==> config.mk <==
export PLATFORM = sky130hd
export DESIGN_NAME = tsib_front
export DESIGN_NICKNAME = d
export VERILOG_FILES = /design/src/rtl/tsib_pkg.sv /design/src/rtl/tsib_front.sv
export SDC_FILE = /design/constraint.sdc
export NUM_CORES = 1
export LEC_CHECK = 0
export ABC_AREA = 1
export BUFFER_PORTS_ARGS = -buffer_cell sky130_fd_sc_hd__buf_4
export CORE_ASPECT_RATIO = 1.5
export CORE_MARGIN = 2
export CORE_UTILIZATION = 38
export DETAILED_ROUTE_END_ITERATION = 6
export PLACE_DENSITY = 0.62
export SLEW_MARGIN = 5
export SYNTH_ARGS = -nofsm -noshare
export SYNTH_HDL_FRONTEND = slang
export SYNTH_SLANG_ARGS = --single-unit
==> constraint.sdc <==
create_clock -name clk -period 26.6 [get_ports clk]
set_input_delay 5.32 -clock clk [delete_from_list [all_inputs] [get_ports clk]]
set_output_delay 5.32 -clock clk [all_outputs]
set_load 0.01 [all_outputs]
==> src/rtl/tsib_pkg.sv <==
// Shared types and constants for the timed sample interpolation buffer.
`timescale 1ns / 1ps
package tsib_pkg;

  // Default ring depth
  localparam int DEPTH_DEFAULT = 16;

  // Operation codes
  localparam logic [2:0] OP_CLEAR  = 3'd0;
  localparam logic [2:0] OP_RESET  = 3'd1;
  localparam logic [2:0] OP_PUSH   = 3'd2;
  localparam logic [2:0] OP_PRUNE  = 3'd3;
  localparam logic [2:0] OP_INTERP = 3'd4;
  localparam logic [2:0] OP_LATEST = 3'd5;

  localparam int POS_W  = 32;
  localparam int TIME_W = 48;
  localparam int ALPHA_W = 17;
  localparam logic [ALPHA_W-1:0] ALPHA_ONE = 17'h10000;

  // One stored sample
  typedef struct packed {
    logic [TIME_W-1:0] sample_time;
    logic [POS_W-1:0]  pos_y;
    logic [POS_W-1:0]  pos_x;
  } entry_t;

  localparam int ENTRY_W = $bits(entry_t);

  // One request as it travels from the front to the back
  typedef struct packed {
    logic [2:0]        operation;
    logic [POS_W-1:0]  pos_x;
    logic [POS_W-1:0]  pos_y;
    logic [TIME_W-1:0] sample_time;
    logic [TIME_W-1:0] cutoff_time;
    logic [TIME_W-1:0] target_time;
  } req_t;

  // Divider handshake
  typedef struct packed {
    logic              start;
    logic [TIME_W-1:0] elapsed;
    logic [TIME_W-1:0] span;
  } div_cmd_t;

  typedef struct packed {
    logic               done;
    logic [ALPHA_W-1:0] quotient;
  } div_rsp_t;

endpackage

==> src/rtl/tsib_front.sv <==
// Front end: accepts requests, drops unused operation codes, queues the rest.
`timescale 1ns / 1ps
module tsib_front (
  input  logic            clk,
  input  logic            rst_n,
  input  logic            in_valid,
  output logic            in_ready,
  input  tsib_pkg::req_t  in_req,
  output logic            q_valid,
  output tsib_pkg::req_t  q_req,
  input  logic            q_pop
);

  tsib_pkg::req_t slot_r [2];
  logic       wr_ptr_r, wr_ptr_nxt;
  logic       rd_ptr_r, rd_ptr_nxt;
  logic [1:0] cnt_r, cnt_nxt;
  logic       keep;
  logic       push;
  logic       pop;

  // Classify: only defined operations enter the queue
  always_comb begin
    case (in_req.operation)
      tsib_pkg::OP_CLEAR, tsib_pkg::OP_RESET, tsib_pkg::OP_PUSH,
      tsib_pkg::OP_PRUNE, tsib_pkg::OP_INTERP, tsib_pkg::OP_LATEST: keep = 1'b1;
      default: keep = 1'b0;
    endcase
  end

  assign in_ready = (cnt_r != 2'd2);
  assign push     = in_valid && in_ready && keep;
  assign q_valid  = (cnt_r != 2'd0);
  assign pop      = q_pop && q_valid;
  assign q_req    = slot_r[rd_ptr_r];

  // Advance pointers and fill count
  always_comb begin
    wr_ptr_nxt = push ? ~wr_ptr_r : wr_ptr_r;
    rd_ptr_nxt = pop ? ~rd_ptr_r : rd_ptr_r;
    cnt_nxt    = cnt_r + {1'b0, push} - {1'b0, pop};
  end

  always_ff @(posedge clk) begin
    if (!rst_n) begin
      wr_ptr_r <= 1'b0;
      rd_ptr_r <= 1'b0;
      cnt_r    <= 2'd0;
    end else begin
      wr_ptr_r <= wr_ptr_nxt;
      rd_ptr_r <= rd_ptr_nxt;
      cnt_r    <= cnt_nxt;
    end
  end

  // Hold queued payloads
  always_ff @(posedge clk) begin
    if (push) begin
      slot_r[wr_ptr_r] <= in_req;
    end
  end

endmodule

-- Yosys cells after proc, flatten, opt, wreduce, memory -nomap -nowiden
Memory sizes are Yosys's and may differ from the RTL's. A register that Yosys moved wholly into a read port is not among the register bits.
Index checks and enable logic that the tools add are counted.
- memory bits (writable): 422
- word-level logic and storage cells: 25
- memories: 1
- flip-flop bits (word level): 4
- bitwise logic cells: 2
- add/subtract/negate cells: 2
- muxes and demuxes: 5
- equal/unequal tests: 6
- reductions and logical operators: 6
- memories (memory ; words ; width ; rd ports ; clocked after Yosys merged registers in ; wr ports ; RTL line ; source):
    slot_r ; 2 ; 211 ; 1 ; 1 ; 1 ; tsib_front.sv:14 ; tsib_pkg::req_t slot_r [2];
- operator list (cell ; number):
    equality test 3 x 2 -> 1 bit (second input constant) ; 2
    equality test 3 bit (second input constant) ; 2
    OR reduction 6 bit ; 1
    2-to-1 mux 1 bit ; 5
    equality test 3 x 1 -> 1 bit (second input constant) ; 1
    logical AND 1 bit ; 3
    zero test 3 bit ; 1
    adder 2 x 1 -> 2 bit ; 1
    != test 2 bit (second input constant) ; 1
    NOT 1 bit ; 2
    nonzero test 2 bit ; 1
    subtractor 2 x 1 -> 2 bit ; 1

-- Depth between registers and ports, before layout
Gate-level depths: netlist (run 1).
- depth in word-level cells: 6
- mapped depth: 12
- depth with buffers taken out: 12

-- Worst setup path after synthesis (run 1)
No wires, ideal clock.
- path type: input-to-reg
- start point: input in_req[210] (netlist name)
- end point: memory slot_r[0][0] (netlist name), enable pin
- stages on the path: 5
- setup time: 0.787 ns
- slack: 11.423 ns
- data required time: 25.813 ns
- path buffers: 0
- arrival time: 14.389 ns
- cell sequence: nand2_1 > nand2_1 > nor2_1 > inv_1 > nor2_1
- longest elaborated chain between the ends: 6
- RTL lines (item ; RTL line ; source):
    start: declaration ; tsib_front.sv:8 ; input tsib_pkg::req_t in_req,
    equality test 3 x 1 -> 1 bit, or another cell as far along ; tsib_front.sv:24 ; case (in_req.operation)
    OR reduction 6 bit * ; tsib_front.sv:24 ;
    2-to-1 mux 1 bit * ; tsib_front.sv:24 ;
    logical AND 1 bit * ; tsib_front.sv:32 ; assign push = in_valid && in_ready && keep;
    2-to-1 mux 1 bit * ; tsib_front.sv:58 ; if (push) begin
    2-to-1 mux 1 bit (not written as such) * ; tsib_front.sv:59 ; slot_r[wr_ptr_r] <= in_req;
    end: declaration ; tsib_front.sv:14 ;
Every way passes the cells marked *; elsewhere a longest branch is shown, timed or not.

==> metrics.md, run 1 <==
| Metric | Value |
|---|---|
| Run status | `completed` |
| Global-route usage over all layers | `approximately 16%` |
| Core area | `~0.040 sq mm` |
| CTS tree | `done` |
| Slew margin rel. | `20.1%` |
| Largest net degree at the start of global routing | `92` |
| Clock sink count | `between 400 and 500` |
| Min cycle time layout | `approximately 8400 ps` |
| Most used cell, CP | `buf_4` |
| Synthesis-stage register bit count | `427` |
| Number of global-route vias before repair | `approximately 8400` |
| Wire length of the first global-routing pass | `around 50000 um` |
| Final-stage net count | `1366` |
| Worst VDD drop | `0.0000546 V` |
| Hold_ws | `around 490 ps` |
| Leak | `approximately 7.5 nW` |
| Crit path arrival time | `about 3000 ps` |
| CP Data Required Time | `21280 ps` |
| Setup violators final | `0` |
| Crit-path slowest cell | `buf_4` |
| Layout cell share with drive strength beyond 1 | `about three fifths` |
| Clock Tree Buf Depth | `3` |
| DR DRC count | `0` |
| CP max stage delay | `between 900 and 1000 ps` |
| CP Class | `flip-flop to output pin` |
| Gr ovfl total | `0` |
| Starting DRT DRC Count | `380` |
| TNS Setup | `0 ps` |
| Crit path capture type | `output pin` |
| DR vias | `approximately 8000` |
| CP Cell Sequence | `buf_4, mux2_2, buf_4` |
| Synthesized Nets | `a little over 900` |
| Synth-to-Final Area Change | `31.3%` |
| Post-DP HPWL | `~23000 um` |
| Hold buffer count at cts | `0` |
| Vias per inst | `roughly 4.7` |
| Diode count | `0` |
| Min-Delay Path Class | `flip-flop to flip-flop` |
| CP top delay family | `buffers and inverters` |
| H-tree Lvls | `2` |
| IO buf count | `between 400 and 500` |
| Root Driver | `clkbuf_16` |
| Inst Count DP | `~1600` |
| Final design utilization | `around 51%` |
| RSZ-0062 raised after global routing | `false` |
| Worst Path Max Fanout | `83` |
| Initial core utilization | `between 30% and 40%` |
| Buffers and inverters on the worst path | `2` |
| DRT Wirelength | `around 35000 um` |
| Cell variety after synth | `13` |
| Peak Freq | `~120 MHz` |
| Final Hold Vio Count | `0` |
| Setup Fix Bufs, Post-CTS | `0` |
| DIE WIDTH | `roughly 170 um` |
| Worst-margin pin slew | `roughly 1200 ps` |
| Row count | `90` |
| Seq/Total Area, Yosys | `between 80% and 90%` |
| Mapped Cells | `695` |
| Die Span Y | `around 250 um` |
| Initial antenna violation count | `0` |
| Post-route ant nets | `0` |
| Final Non-Filler Cells | `1687` |
| Dpl cell area | `0.0192 sq mm` |
| Die ar. | `0.0426 sq mm` |
| Synth warn | `0` |
| Final instance area | `around 0.020 sq mm` |
| Reg2Reg Setup Slack | `23250 ps` |
| Syn avg cell area | `22.4 sq um` |
| Pins over their slew limit | `0` |
| Worst Skew | `roughly 9.7 ps` |
| Worst-path clk slew | `approximately 60 ps` |
| Final period util | `31.4%` |
| DRT Pass-1 Iters | `4` |
| GP Congestion | `around 0.73` |
| Power per cell area | `88.5 mW/mm^2` |
| Clk Latency, worst-skew pair | `about 540 ps` |
| Number of max-cap violations | `0` |
| Routed length per instance | `between 20 and 25 um` |
| Synth Cell Area | `~0.016 sq mm` |
| CTS buffer count | `between 40 and 50` |
| Io pins | `between 400 and 500` |
| Resized cells post-CTS | `0` |
| Setup crit start kind | `flip-flop` |
state kept, by name, summed over array words and instances (netlist names), named ones only:
| name | count |
|---|---|
| rd_ptr_r | 1 |
| slot_r | 422 |
| cnt_r | 2 |
| wr_ptr_r | 1 |
metal layers:
metal,up-vias,GRT usage (%),wire length (um)
met4,0,7.47,1490
met5,-,0,0
met3,77,4.44,2450
met2,298,28.4,18700
li1,3666,-,-
met1,3911,16.4,12100
cells by family (layout without fill, tap and decap cells):
group,after synthesis,after routing,synth area share [%]
flip-flops,427,427,82.1
buffers and inverters,31,517,1.78
AO/OA/AOI/OAI,2,2,0.0805
adder cells (fa/ha/maj),2,2,0.161
multiplexers,211,211,15.3
AND/OR/NAND/NOR,22,22,0.563
worst min-delay path, stage by stage (launching register included):
cell     delay, ps
dfxtp_1        330
nor2_1          60
nor2_1          70
synth_stat cells:
library cell  count  area share [%]
edfxtp_1        422              81
mux2_2          211              15
buf_6            21             1.5
nand2_1          10            0.24
nor2_1            9            0.22
inv_1             8            0.19
dfxtp_1           5            0.64
buf_2             2           0.064
ha_1              2            0.16
nand3_1           2           0.064
a21oi_1           1           0.032
nand4_1           1           0.040
o21a_1            1           0.048
final timing paths:
path                                   end                   from  cells past startpoint
setup reg to reg  slot_r[0][188]$_DFFE_PP_    cnt_r[1]$_SDFF_PN0_                      7
setup / recovery                 q_req[78]              flip-flop                      3
hold reg to reg                  flip-flop  rd_ptr_r$_SDFFE_PN0P_                      2
hold / removal                   flip-flop  rd_ptr_r$_SDFFE_PN0P_                      2
layout make-up:
cell class / count / area [sq um]
flip-flops and latches: 427 / 12800
fillers: 3369 / 19900
well taps: 506 / 633
inverters: 8 / 37.5
clock buffers: 47 / 1050
repair buffers: 434 / 3260
multi-input cells: 237 / 2510
clock inverters: 28 / 163
layout by cell type, fill, tap and decap left out:
master and instances:
buf_4 434, edfxtp_1 422, mux2_2 211, clkbuf_16 41
clkinv_2 14, nand2_1 10, clkinv_1 10, nor2_1 8
inv_1 7, clkbuf_1 6, dfxtp_1 4, nand3_1 2
ha_1 2, inv_6 2, o21a_1 1, nand4_1 1
inv_8 1, nor2_4 1, a21oi_1 1, dfxtp_4 1
bufinv_16 1, clkinvlp_4 1
stage by stage:
step	total power [mW]	setup slack [ps]
floorplan	1.11	11420
global placement	1.29	18080
detailed placement	1.30	18070
CTS	1.83	18180
global route	1.88	18080
finish	1.81	18240
power breakdown:
| group | switching [mW] | leakage, nW | internal [mW] | total [mW] |
|---|---|---|---|---|
| logic | 0.209 | 2.96 | 0.218 | 0.427 |
| registers | 0.0239 | 3.95 | 0.824 | 0.848 |
| clock network | 0.239 | 0.606 | 0.293 | 0.533 |
(Power assumes the default switching activity.)
==> run 2, diff against run 1 <==
==> constraint.sdc (replaced) <==
create_clock -name clk -period 8.7 [get_ports clk]
set_input_delay 1.74 -clock clk [delete_from_list [all_inputs] [get_ports clk]]
set_output_delay 1.74 -clock clk [all_outputs]
set_load 0.01 [all_outputs]
==> run 2 against run 1 <==
  * Power grew to 3.1 times the previous value
  * Sequential power grew to 3.1 times the previous value
  * Non-clock buffer count stayed put
  * Cell count is 0.12% lower
  * Clock power grew to 3.2 times the previous value
  * Sequential cell count stayed put
  * Cell area is 0.28% higher
  * Sequential share of layout area is 0.18 points lower
  * Core utilization is 0.14 points higher
  * Hold slack better by 15 ps
  * Routed wire length is 0.65% lower
  * Critical path depth stayed put
  * Largest power group unchanged
  * Highest routed layer is now met5
==> metrics.md, run 2 (synthesis results as in run 1) <==
| Metric | Value |
|---|---|
| Run status | `completed` |
| CP max stage delay | `930 ps (about the same)` |
| Setup violators final | `0 (unchanged)` |
| Biggest regs | `slot_r x422, cnt_r x2` |
| Min cycle time layout | `4820 ps` |
| Cell-internal power | `4.15 mW (+210%)` |
| Worst-path clk slew | `60 ps (about the same)` |
| Initial core utilization | `38.6% (unchanged)` |
| Most frequent cells in the layout | `433 x buf_4, 422 x edfxtp_1, 211 x mux2_2` |
| DR DRC count | `0 (unchanged)` |
| Io pins | `428 (unchanged)` |
| CP Cell Sequence | `buf_4, mux2_2, buf_4` |
| Crit path capture type | `output pin` |
| Worst VDD drop | `0.000222 V (+310%)` |
| Crit path arrival time | `3080 ps (+40 ps)` |
| Worst Skew | `9.34 ps (-0.378 ps)` |
| Buffers and inverters on the worst path | `2 (unchanged)` |
| Power per cell area | `272 mW/mm^2 (+210%)` |
| CP top delay family | `buffers and inverters` |
| Clock Tree Buf Depth | `3 (unchanged)` |
| Root Driver | `clkbuf_16` |
| Clock sink count | `427 (unchanged)` |
| Slew margin rel. | `27.2% (+7.1 points)` |
| IO buf count | `427 (unchanged)` |
| Synth-to-Final Area Change | `31.7%` |
| Fillers | `3386 (+0.50%)` |
| Part of the power in the clock network | `30.2% (+0.7 points)` |
| Hold buffer count at cts | `0 (unchanged)` |
| Gr ovfl total | `0 (unchanged)` |
| Global-route usage over all layers | `15.6% (about the same)` |
| Min-Delay Path Class | `flip-flop to flip-flop` |
| Final Hold Vio Count | `0 (unchanged)` |
| Switch share | `25.6% (-0.53 points)` |
| CTS tree | `done` |
| DIE WIDTH | `169 um (unchanged)` |
| GP Congestion | `0.792 (+8.0%)` |
| Seq pwr share | `46.6% (-0.3 points)` |
| H-tree Lvls | `2 (unchanged)` |
| DR vias | `7988 (+0.45%)` |
| Clk Latency, worst-skew pair | `540 ps (about the same)` |
| Hold_ws | `508 ps (+14.9 ps)` |
| Die Span Y | `252 um (unchanged)` |
| Final period util | `between 50% and 60%` |
| Largest register FFs | `422 (unchanged)` |
| Starting DRT DRC Count | `500 (+32%)` |
| Core area | `0.0403 sq mm (unchanged)` |
| Reg2Reg Setup Slack | `5730 ps (-17520 ps)` |
| Number of max-cap violations | `0 (unchanged)` |
| NetSw | `1.43 mW (+200%)` |
| Worst-margin pin slew | `1090 ps (-106 ps)` |
| Resized cells post-CTS | `0 (unchanged)` |
| Leak | `7.53 nW (+0.16%)` |
| Routed length per instance | `20.5 um (-0.54%)` |
| Total power | `5.57 mW (+210%)` |
| DRT Pass-1 Iters | `6 (+2)` |
| Setup Fix Bufs, Post-CTS | `0 (unchanged)` |
| Peak Freq | `about 210 MHz` |
| Post-route ant nets | `0 (unchanged)` |
| Crit-path slowest cell | `dfxtp_4` |
| Wire length of the first global-routing pass | `49900 um (about the same)` |
| Most used cell, CP | `buf_4` |
| DRT Wirelength | `34500 um (-0.65%)` |
| Vias per inst | `4.74 (+0.57%)` |
| Worst Path Max Fanout | `77 (-7.2%)` |
| CTS buffer count | `41 (unchanged)` |
| RSZ-0062 raised after global routing | `false` |
| Layout cell share with drive strength beyond 1 | `59.4% (-0.44 points)` |
| Post-DP HPWL | `23200 um (-1.2%)` |
| CP Data Required Time | `6960 ps (-14320 ps)` |
| TNS Setup | `0 ps (unchanged)` |
| Number of global-route vias before repair | `8529 (+1.6%)` |
| Pins over their slew limit | `0 (unchanged)` |
| Proportion of power drawn by combinational gates | `23.2% (-0.4 points)` |
| Final-stage net count | `1366 (unchanged)` |
| Initial antenna violation count | `4 (+4)` |
| CP Class | `flip-flop to output pin` |
| Setup crit start kind | `flip-flop` |
| Biggest register | `slot_r` |
| Most common cell after layout, fill and taps aside | `buf_4` |
| Row count | `90 (unchanged)` |
| Die ar. | `0.0426 sq mm (unchanged)` |
| Largest net degree at the start of global routing | `127 (+38%)` |
run 2: final timing paths:
kind	from	cells after the start	end
max reg2reg	cnt_r[1]$_SDFF_PN0_	7	slot_r[0][158]$_DFFE_PP_
max	flip-flop	3	q_req[194]
min	rd_ptr_r$_SDFFE_PN0P_	2	flip-flop
min reg2reg	rd_ptr_r$_SDFFE_PN0P_	2	flip-flop
run 2: power by group through the flow:
stage               logic [mW]  clock network (mW)  registers, mW
floorplan                0.732                   0           2.64
global placement          1.31                   0           2.63
detailed placement        1.32                   0           2.64
CTS                       1.32                1.73           2.60
global route              1.38                1.81           2.62
finish                    1.29                1.68           2.60
run 2: routing by layer:
layer	vias up	GRT usage (%)	share of wire (%)
li1	3674	-	-
met1	3929	15.8	34
met2	303	28.7	54
met3	76	4.89	7.7
met4	6	7.69	4.4
met5	-	0	0.12
run 2: worst min-delay path, stage by stage, from the launching register on:
cell and delay [ps]:
dfxtp_1 340, nor2_1 60, nor2_1 70
run 2: area by class of cell:
cell class | instances | area, sq um | share of cell area, %
sequential | 427 | 12800 | 62.4
multi-input combinational | 237 | 2510 | 12.2
antenna | 1 | 2.50 | 0.0122
timing repair buffer | 434 | 3270 | 16.0
clock buffer | 53 | 1110 | 5.44
inverter | 8 | 37.5 | 0.183
clock inverter | 19 | 140 | 0.684
tap | 506 | 633 | 3.09
run 2: per-stage QoR:
stage	utilization (%)	instance area (sq um)	std cells	setup WS [ps]
2_1_floorplan	-	15600	695	723
3_3_place_gp	47.7	19200	1612	4160
3_5_place_dp	47.7	19200	1612	4160
4_1_cts	50.8	20500	1684	3760
5_1_grt	50.8	20500	1685	3690
6_report	50.8	20500	1685	3880
==> run 3, diff against run 2 <==
--- a/config.mk
+++ b/config.mk
@@ -11,7 +11,7 @@
 export CORE_MARGIN = 2
 export CORE_UTILIZATION = 38
 export DETAILED_ROUTE_END_ITERATION = 6
-export PLACE_DENSITY = 0.62
+export PLACE_DENSITY = 0.64
 export SLEW_MARGIN = 5
 export SYNTH_ARGS = -nofsm -noshare
 export SYNTH_HDL_FRONTEND = slang
==> constraint.sdc (replaced) <==
create_clock -name clk -period 4.3 [get_ports clk]
set_input_delay 0.86 -clock clk [delete_from_list [all_inputs] [get_ports clk]]
set_output_delay 0.86 -clock clk [all_outputs]
set_load 0.01 [all_outputs]
==> run 3 against run 2 <==
  * Via count increased by 1.5%
  * Sequential power increased by 100%
  * Hold slack got worse by 3.1 ps
  * Power increased by 100%
  * Clock power increased by 100%
  * Global-route usage increased by 0.058 points
  * Sequential share of layout area decreased by 0.33 points
  * Routed wire length increased by 1.9%
  * Critical path depth unchanged
  * Critical endpoint is now q_req[209]
==> metrics.md, run 3 (synthesis results as in run 1) <==
| Metric | Value |
|---|---|
| DRT Wirelength | `35200 um (+1.9%)` |
| Final design utilization | `51.1% (+0.27 points)` |
| Most common cell after layout, fill and taps aside | `buf_4` |
| Peak Freq | `a little over 300 MHz` |
| Proportion of power drawn by combinational gates | `23.8% (+0.6 points)` |
| Synth-to-Final Area Change | `32.4%` |
| End of the critical path | `q_req[209]` |
| Starting DRT DRC Count | `405 (-19%)` |
| Setup violators final | `0 (unchanged)` |
| Worst-margin pin slew | `638 ps (-454 ps)` |
| RSZ-0062 raised after global routing | `false` |
| Power per cell area | `547 mW/mm^2 (+100%)` |
| Post-DP HPWL | `24100 um (+3.7%)` |
| Min cycle time layout | `3230 ps` |
| Hold_ws | `505 ps (-3.11 ps)` |
| NetSw | `2.87 mW (+100%)` |
| Worst-path clk slew | `60 ps (about the same)` |
| Core area | `0.0403 sq mm (unchanged)` |
| Reg2Reg Depth | `5 (-2)` |
| Worst VDD drop | `0.000402 V (+81%)` |
| TNS Setup | `0 ps (unchanged)` |
| Largest net degree at the start of global routing | `101 (-20%)` |
| Clock Tree Buf Depth | `3 (unchanged)` |
| DR vias | `8109 (+1.5%)` |
| Crit path capture type | `output pin` |
| Wire length of the first global-routing pass | `49600 um (-0.60%)` |
| Clock sink count | `427 (unchanged)` |
| DR DRC count | `0 (unchanged)` |
| Io pins | `428 (unchanged)` |
| GP Congestion | `0.802 (+1.2%)` |
| Gr ovfl total | `0 (unchanged)` |
| DIE WIDTH | `169 um (unchanged)` |
| Pins over their slew limit | `0 (unchanged)` |
| Number of max-cap violations | `0 (unchanged)` |
| CTS buffer count | `41 (unchanged)` |
| Row count | `90 (unchanged)` |
| Worst Skew | `22.3 ps (+12.9 ps)` |
| Biggest register | `slot_r` |
| Global-route usage over all layers | `15.7% (+0.058 points)` |
| Hold buffer count at cts | `0 (unchanged)` |
| Vias per inst | `4.80 (+1.2%)` |
| Setup Fix Bufs, Post-CTS | `0 (unchanged)` |
| Biggest regs | `slot_r x422, cnt_r x2` |
| IO buf count | `427 (unchanged)` |
| Worst r2r src | `cnt_r[0]$_SDFF_PN0_` |
| Crit path arrival time | `2370 ps (-710 ps)` |
| FF/Latch Area | `0.0128 sq mm (unchanged)` |
| Part of the power in the clock network | `29.8% (-0.4 points)` |
| CP Class | `flip-flop to output pin` |
| Die ar. | `0.0426 sq mm (unchanged)` |
| Resized cells post-CTS | `0 (unchanged)` |
| Slew margin rel. | `57.4% (+30 points)` |
| Seq pwr share | `46.4% (-0.2 points)` |
| Number of global-route vias before repair | `8507 (-0.26%)` |
| Setup crit start kind | `flip-flop` |
| Layout cell share with drive strength beyond 1 | `60.2% (+0.73 points)` |
| Root Driver | `clkbuf_16` |
| Final Non-Filler Cells | `1690 (+0.30%)` |
| Run status | `completed` |
| Largest register FFs | `422 (unchanged)` |
| CTS tree | `done` |
| Post-route ant nets | `0 (unchanged)` |
| Initial antenna violation count | `7 (+3)` |
| Leak | `7.53 nW (about the same)` |
| Switch share | `25.5% (-0.12 points)` |
| Reg2Reg Setup Slack | `2280 ps (-3450 ps)` |
| Routed length per instance | `20.8 um (+1.6%)` |
| Most frequent cells in the layout | `431 x buf_4, 422 x edfxtp_1, 211 x mux2_2` |
| Cell-internal power | `8.40 mW (+100%)` |
| Final-stage net count | `1370 (+0.29%)` |
| Final period util | `between 70% and 80%` |
| CP Data Required Time | `3440 ps (-3520 ps)` |
| Die Span Y | `252 um (unchanged)` |
| Min-Delay Path Class | `primary input to flip-flop` |
| Inst Count DP | `1616 (+0.25%)` |
| Clk Latency, worst-skew pair | `540 ps (about the same)` |
| Initial core utilization | `38.6% (unchanged)` |
| End of the worst register-to-register path | `slot_r[1][108]$_DFFE_PP_` |
| Total power | `11.3 mW (+100%)` |
| Hold path cells | `1 (-1)` |
| Final Hold Vio Count | `0 (unchanged)` |
| Worst Path Max Fanout | `100 (+30%)` |
| Fillers | `3329 (-1.7%)` |
| H-tree Lvls | `2 (unchanged)` |
| DRT Pass-1 Iters | `4 (-2)` |
| Area of the multi-input gates | `0.00253 sq mm (+0.85%)` |
-- run 3: stage by stage --
step / setup WS, ps / area, sq um
2_1_floorplan: -374 / 15600
3_3_place_gp: 1620 / 19300
3_5_place_dp: 1590 / 19300
4_1_cts: 1040 / 20600
5_1_grt: 969 / 20600
6_report: 1070 / 20600
-- run 3: power groups by stage --
stage | clock [mW] | combinational, mW | sequential (mW)
CTS | 3.48 | 2.74 | 5.23
floorplan | 0 | 1.49 | 5.29
finish | 3.36 | 2.68 | 5.22
global route | 3.61 | 2.85 | 5.26
global placement | 0 | 2.71 | 5.29
detailed placement | 0 | 2.73 | 5.31
-- run 3: layout make-up --
cell class / count / share of cell area [%]
Tap cell: 506 / 3.07
Clock buffer: 50 / 5.15
Antenna cell: 7 / 0.0851
Timing Repair Buffer: 438 / 16.4
Clock inverter: 17 / 0.796
Sequential cell: 427 / 62.1
Inverter: 8 / 0.164
Multi-Input combinational cell: 237 / 12.3
-- run 3: worst max-delay path, cell delays in order (launching register included) --
cell	delay [ps]
dfxtp_4	650
buf_12	450
mux2_2	430
buf_4	150
-- run 3: per-layer routing --
| layer | routed length, um | vias to the layer above | GRT usage [%] |
|---|---|---|---|
| li1 | - | 3669 | - |
| met1 | 12100 | 4049 | 16.4 |
| met2 | 19000 | 299 | 28.4 |
| met3 | 2230 | 90 | 3.73 |
| met4 | 1830 | 2 | 9.16 |
| met5 | 13 | - | 0 |
-- run 3: worst min-delay path by stage --
| stage | start | endpoint | slack, ps |
|---|---|---|---|
| 2_1_floorplan | rd_ptr_r$_SDFFE_PN0P_ | flip-flop | 450 |
| 3_3_place_gp | rd_ptr_r$_SDFFE_PN0P_ | rd_ptr_r$_SDFFE_PN0P_ | 480 |
| 3_5_place_dp | rd_ptr_r$_SDFFE_PN0P_ | rd_ptr_r$_SDFFE_PN0P_ | 490 |
| 4_1_cts | in_req[195] | slot_r[0][195]$_DFFE_PP_ | 470 |
| 5_1_grt | in_req[194] | slot_r[0][194]$_DFFE_PP_ | 480 |
| 6_report | in_req[195] | slot_r[0][195]$_DFFE_PP_ | 500 |
